===== src/hw/rtl/lcslis_pkg.sv =====
// shared types, command codes and field widths for the lcs-by-lis block
package lcslis_pkg;

    localparam int VALUE_W = 32;
    localparam int POS_W   = 10;
    localparam int LEN_W   = 11;

    localparam logic [1:0] CMD_LOAD  = 2'd0;
    localparam logic [1:0] CMD_B     = 2'd1;
    localparam logic [1:0] CMD_CLEAR = 2'd2;

    typedef enum logic [2:0] {
        ST_IDLE,
        ST_SCAN,
        ST_SRCH,
        ST_SRCH_CMP,
        ST_UPDATE,
        ST_FINISH
    } state_t;

    // controller to datapath
    typedef struct packed {
        logic load;
        logic clear;
        logic begin_b;
        logic scan;
        logic miss;
        logic srch;
        logic srch_step;
        logic update;
    } dp_cmd_t;

    // datapath to controller
    typedef struct packed {
        logic scan_hit;
        logic scan_empty;
        logic srch_more;
    } dp_stat_t;

endpackage


===== src/hw/rtl/lcslis_ctrl.sv =====
// control state machine: command decode, a scan, binary search, tails update
module lcslis_ctrl
    import lcslis_pkg::*;
(
    input  logic       clk,
    input  logic       rst_n,
    input  logic       start,
    input  logic [1:0] cmd,
    input  dp_stat_t   stat,
    output dp_cmd_t    dp_cmd,
    output logic       busy,
    output logic       done
);

    state_t state_reg;
    state_t state_next;
    logic   accept;

    assign accept = start && !busy;

    always_ff @(posedge clk or negedge rst_n)
    begin
        if (!rst_n)
        begin
            state_reg <= ST_IDLE;
        end
        else
        begin
            state_reg <= state_next;
        end
    end

    always_comb
    begin
        state_next = state_reg;
        case (state_reg)
            ST_IDLE, ST_FINISH:
            begin
                if (accept && cmd == CMD_B)
                begin
                    state_next = ST_SCAN;
                end
                else
                begin
                    state_next = ST_IDLE;
                end
            end
            ST_SCAN:
            begin
                if (stat.scan_hit)
                begin
                    state_next = ST_SRCH;
                end
                else if (stat.scan_empty)
                begin
                    state_next = ST_FINISH;
                end
            end
            ST_SRCH:
            begin
                if (stat.srch_more)
                begin
                    state_next = ST_SRCH_CMP;
                end
                else
                begin
                    state_next = ST_UPDATE;
                end
            end
            ST_SRCH_CMP:
            begin
                state_next = ST_SRCH;
            end
            ST_UPDATE:
            begin
                state_next = ST_FINISH;
            end
            default:
            begin
                state_next = ST_IDLE;
            end
        endcase
    end

    always_comb
    begin
        dp_cmd = '0;
        busy   = 1'b1;
        done   = 1'b0;
        case (state_reg)
            ST_IDLE, ST_FINISH:
            begin
                busy           = 1'b0;
                done           = (state_reg == ST_FINISH);
                dp_cmd.load    = start && cmd == CMD_LOAD;
                dp_cmd.clear   = start && cmd == CMD_CLEAR;
                dp_cmd.begin_b = start && cmd == CMD_B;
            end
            ST_SCAN:
            begin
                dp_cmd.scan = 1'b1;
                dp_cmd.miss = !stat.scan_hit && stat.scan_empty;
            end
            ST_SRCH:
            begin
                dp_cmd.srch = 1'b1;
            end
            ST_SRCH_CMP:
            begin
                dp_cmd.srch_step = 1'b1;
            end
            ST_UPDATE:
            begin
                dp_cmd.update = 1'b1;
            end
            default:
            begin
                busy = 1'b1;
            end
        endcase
    end

endmodule


===== config.mk =====
export PLATFORM = sky130hd
export DESIGN_NAME = lcslis_ctrl
export DESIGN_NICKNAME = d
export VERILOG_FILES = /design/src/hw/rtl/lcslis_pkg.sv /design/src/hw/rtl/lcslis_ctrl.sv
export SDC_FILE = /design/constraint.sdc
export NUM_CORES = 1
export LEC_CHECK = 0
export BUFFER_PORTS_ARGS = -buffer_cell sky130_fd_sc_hd__buf_2
export CAP_MARGIN = 20
export CORE_AREA = 2 2 39 41
export DETAILED_ROUTE_END_ITERATION = 12
export DIE_AREA = 0 0 41 43
export GPL_TIMING_DRIVEN = 0
export PLACE_DENSITY = 0.52
export SLEW_MARGIN = 20
export SYNTH_ARGS = -nofsm -noshare
export SYNTH_HDL_FRONTEND = slang
export SYNTH_SLANG_ARGS = --single-unit

===== constraint.sdc =====
create_clock -name clk -period 1.3 [get_ports clk]
set_clock_uncertainty 0.15 [all_clocks]
set_input_delay 0.065 -clock clk [delete_from_list [all_inputs] [get_ports clk]]
set_output_delay 0.065 -clock clk [all_outputs]
set_load 0.05 [all_outputs]

== Word-level counts from Yosys, hierarchy flattened ==
Index checks and enable logic that the tools add are counted.
Word-level totals
  register bits after elaboration: 3
  input port bits: 8
  output and inout port bits: 10
  logic and storage cells: 31
Cells by class
  eq/ne operators: 8
  mux-type cells: 12
  reduce and logical (&&, ||, !) cells: 10
Operators with widths (count)
  3-bit one-hot mux with 5 select lines: 1
  3-bit 2-to-1 mux: 4
  3-bit by 2-bit equality test with 1-bit output, second input constant: 2
  3-bit equality test, second input constant: 2
  1-bit logical AND: 6
  1-bit 2-to-1 mux: 6
  3-bit by 1-bit equality test with 1-bit output, second input constant: 1
  3-bit logical NOT: 1
  3-bit != test, second input constant: 1
  2-bit by 1-bit equality test with 1-bit output, second input constant: 1
  2-bit equality test, second input constant: 1
  2-bit logical NOT: 1
  2-bit 2-to-1 mux: 1
  2-bit OR reduction: 1
  1-bit logical NOT: 1

== Depth between registers and ports, before layout ==
  depth in word-level cells: 6
  depth in mapped cells: 4
  mapped depth without buffers: 3

== Least setup slack after synthesis ==
No wires, ideal clock.
  path type: reg-to-reg
  from: register state_reg[0]
  to: register state_reg[0]
  library setup time: 73 ps
  arrival: 2379 ps
  data required time: 1077 ps
  setup slack: -1302 ps
  cell stages (with the launch flop): 5
  buffers on the path: 1
  clock period less this slack: 2602 ps
  cell sequence: dfrtp_1 > buf_6 > xor2_1 > nor4_1 > a2111o_1
On the way
  cells in the longest elaborated chain, start to end: 6
  elaborated cells on any way between the ends: 12
  classes of those cells: eq/ne: 6; mux: 2; reduce/logical: 4
Ends and longest elaborated chain
  start, declared: RTL line lcslis_ctrl.sv:15  | state_t state_reg;
  start signal, assigned: RTL line lcslis_ctrl.sv:29  | state_reg <= state_next;
  3-bit equality test or 3-bit logical NOT (tied branches): RTL line lcslis_ctrl.sv:36, lcslis_ctrl.sv:90
  2-bit OR reduction: RTL line lcslis_ctrl.sv:36, lcslis_ctrl.sv:90
  1-bit logical AND: RTL line lcslis_ctrl.sv:19  | assign accept = start && !busy;
  1-bit logical AND: RTL line lcslis_ctrl.sv:39  | if (accept && cmd == CMD_B)
  1-bit 2-to-1 mux: RTL line lcslis_ctrl.sv:39
  3-bit one-hot mux with 5 select lines: RTL line lcslis_ctrl.sv:36  | case (state_reg)
Several ways; a longest one is shown, not always the timed one.
A chain may end at the register's enable or synchronous reset.

==> flow_summary.json <==
{
  "vdd_drop_max_v": 0.00144,
  "antenna_cells": 0,
  "instances_no_fill": 84,
  "hp-class": "primary input to flip-flop",
  "drt-initial-drc-count": 3,
  "die_area_mm2": 0.00176,
  "required_ns": 1.09,
  "wl_mm": 1.04,
  "wl_met1_um": 401,
  "layout_min_cycle_time_ns": 1.83,
  "p_leak_nw": 0.364,
  "synth_flop_cell": "dfrtp_1",
  "drv_slew": 0,
  "overflow": 0,
  "clkPwrFrac_pct": 8.5,
  "crit_path_start": "state_reg[2]$_DFFE_PN0P_",
  "avgSynthCellArea_um2": 9.62,
  "die_h_um": 43,
  "setup_viol": 13,
  "drtAntennaViolNets": 0,
  "clkTransAtPathRegs_ns": 0.04,
  "clockBufferDepth": 2,
  "clock_latency_ns": 0.23,
  "comb_power_share_pct": 81.7,
  "synth_cell_types": 18,
  "postSynthCellCount": 26,
  "worstMarginPinSlew_ns": 0.238,
  "power.total_mw": 1.96,
  "rsz0062_at_grt": "yes",
  "reg2reg_from": "state_reg[2]$_DFFE_PN0P_",
  "p_sw_uw": 905,
  "place_ws_ns": -0.396,
  "drive_gt1_share_pct": 79.4,
  "antenna_found_initial": 0,
  "grt_pass1_wl_mm": 1.61,
  "nets": 77,
  "fin_crit_sh_pct": 141,
  "rows": 14,
  "root_buffer": "clkbuf_4",
  "min_from": "stat[2]",
  "violations": "negative setup slack",
  "final.setup.tns_ns": -4.75,
  "dp_cells": 59,
  "final-hold-violation-count": 0,
  "worstPathArrival_ns": 1.62,
  "status": "complete, but fails checks",
  "worstSetupPathType": "flip-flop to primary output",
  "cts_sinks": 3,
  "numCtsBuffers": 3,
  "dr_wl_met3_um": 58,
  "end_kind": "primary output",
  "startpoint_type": "flip-flop",
  "cts_tree": "done",
  "drtPass1Iterations": 2,
  "sw_frac_of_total_pct": 46.2,
  "finalWorstSetupSlack_ns": -0.531,
  "synth.net_count": 34,
  "via_per_inst": 4.46,
  "die_w_um": 41,
  "crit_fanout": 3,
  "internal-power_mw": 1.05,
  "start_util_pct": 18.1,
  "largest_reg_flops": 3,
  "ioPinCount": 18,
  "wl_met2_um": 578,
  "coreArea_mm2": 0.00138,
  "grtUsageTotal_pct": 13.5,
  "synth-edff-count": 0,
  "syn_to_final_growth_pct": 210,
  "topRoutingLayerUsed": "met3",
  "yosys_warnings": 0,
  "cts-htree-levels": 1,
  "vias": 375,
  "gp_congestion": 0.613,
  "slew-limit-headroom_pct": 84.0,
  "grt_max_degree": 7,
  "p_seq_share_pct": 9.8,
  "synth_area_um2": 250,
  "max_freq_mhz": 546,
  "cap_violations": 0,
  "io_buffers": 17,
  "wl_per_cell_um": 12.4,
  "ys_ff_latch": 3,
  "async_flop_share_pct": 100,
  "power_density_mw_per_mm2": 2520,
  "ys_seq_area_share_pct": 30.0,
  "grt_pass1_vias": 378,
  "drc": 0
}
==> cells in the mapped netlist (2+ instances only) <==
cell | count | share of area, %
nor3b_1 | 3 | 9.0
dfrtp_1 | 3 | 30
nand2_1 | 2 | 3.0
and3b_1 | 2 | 7.0
nor2_1 | 2 | 3.0
a21oi_1 | 2 | 4.0
==> layer usage <==
| layer | vias to the layer above | global-route usage (%) |
|---|---|---|
| met5 | - | 0 |
| met4 | 0 | 4.00 |
| met3 | 0 | 4.71 |
| met2 | 15 | 23.1 |
| met1 | 178 | 14.6 |
| li1 | 182 | - |
==> final timing paths <==
check                           slack [ns]                  endpoint  depth (start not counted)
worst max register to register       -0.44  state_reg[0]$_DFFE_PN0P_                          7
min in group asynchronous             0.55  state_reg[0]$_DFFE_PN0P_                          3
worst min register to register        0.52  state_reg[1]$_DFFE_PN0P_                          2
worst max-delay path                 -0.53                 dp_cmd[3]                          4
max in group asynchronous             0.33  state_reg[2]$_DFFE_PN0P_                          3
worst min-delay path                  0.08  state_reg[0]$_DFFE_PN0P_                          3
==> power by group through the flow <==
stage                     logic (mW)  registers (mW)  clock network, mW
after floorplan                0.707           0.197                  0
after global placement         0.842           0.215                  0
after detailed placement       0.845           0.213                  0
after CTS                       1.38           0.189              0.169
after global routing            1.68           0.203              0.184
final                           1.60           0.191              0.166
==> critical path, cell delays in order, from the launching register on <==
cell and delay (ns):
dfrtp_2 0.45, buf_4 0.16, or3b_4 0.41, nor3b_4 0.18, buf_6 0.18
==> metrics by stage <==
stage	utilization [%]	hold slack [ns]	cell area [µm²]
detailed placement	30.7	-0.286	424
global placement	30.7	-0.288	424
floorplan	-	-0.381	319
CTS	49.1	0.00433	679
global route	56.1	0.0906	776
finish	56.1	0.0804	776
==> cell type report <==
cell class                      count  area, µm²
Fill cell                         116        608
Timing Repair Buffer               38        345
Multi-Input combinational cell     21        288
Sequential cell                     3       77.6
Clock buffer                        4       26.3
Tap cell                           16       20.0
Buffer                              1       11.3
Inverter                            1       7.51
==> layout by cell type, fill, tap and decap left out <==
cell	count
a2111o_1	1
a21oi_1	1
a21oi_2	1
and3b_1	2
buf_2	7
buf_4	10
buf_6	17
buf_8	1
clkbuf_1	1
clkbuf_4	3
clkinvlp_4	1
dfrtp_1	1
dfrtp_2	2
dlygate4sd3_1	4
nand2_1	1
nand2_4	1
nor2_1	2
nor3b_4	3
nor4_4	1
nor4b_4	1
nor4bb_4	2
o21ai_4	1
o21bai_1	1
or2_4	1
or3b_4	1
xor2_4	1
==> kinds of logic (layout without fill, tap and decap cells) <==
group	after synthesis	after routing	synth area share, %
flip-flops	3	3	30.0
AO/OA/AOI/OAI	5	5	13.5
XOR/XNOR	1	1	3.50
buffers and inverters	2	44	6.00
AND/OR/NAND/NOR	15	15	47.0
==> repair_timing <==
action | CTS | global route
hold endpoints to repair | 5 | 1
hold buffers | 3 | 1
buffers inserted | 13 | 4
pin swaps | 6 | 7
gates resized for setup | 29 | 12
endpoints found under the setup margin | 11 | 13
Note: power is estimated with default switching activity, not from simulation.
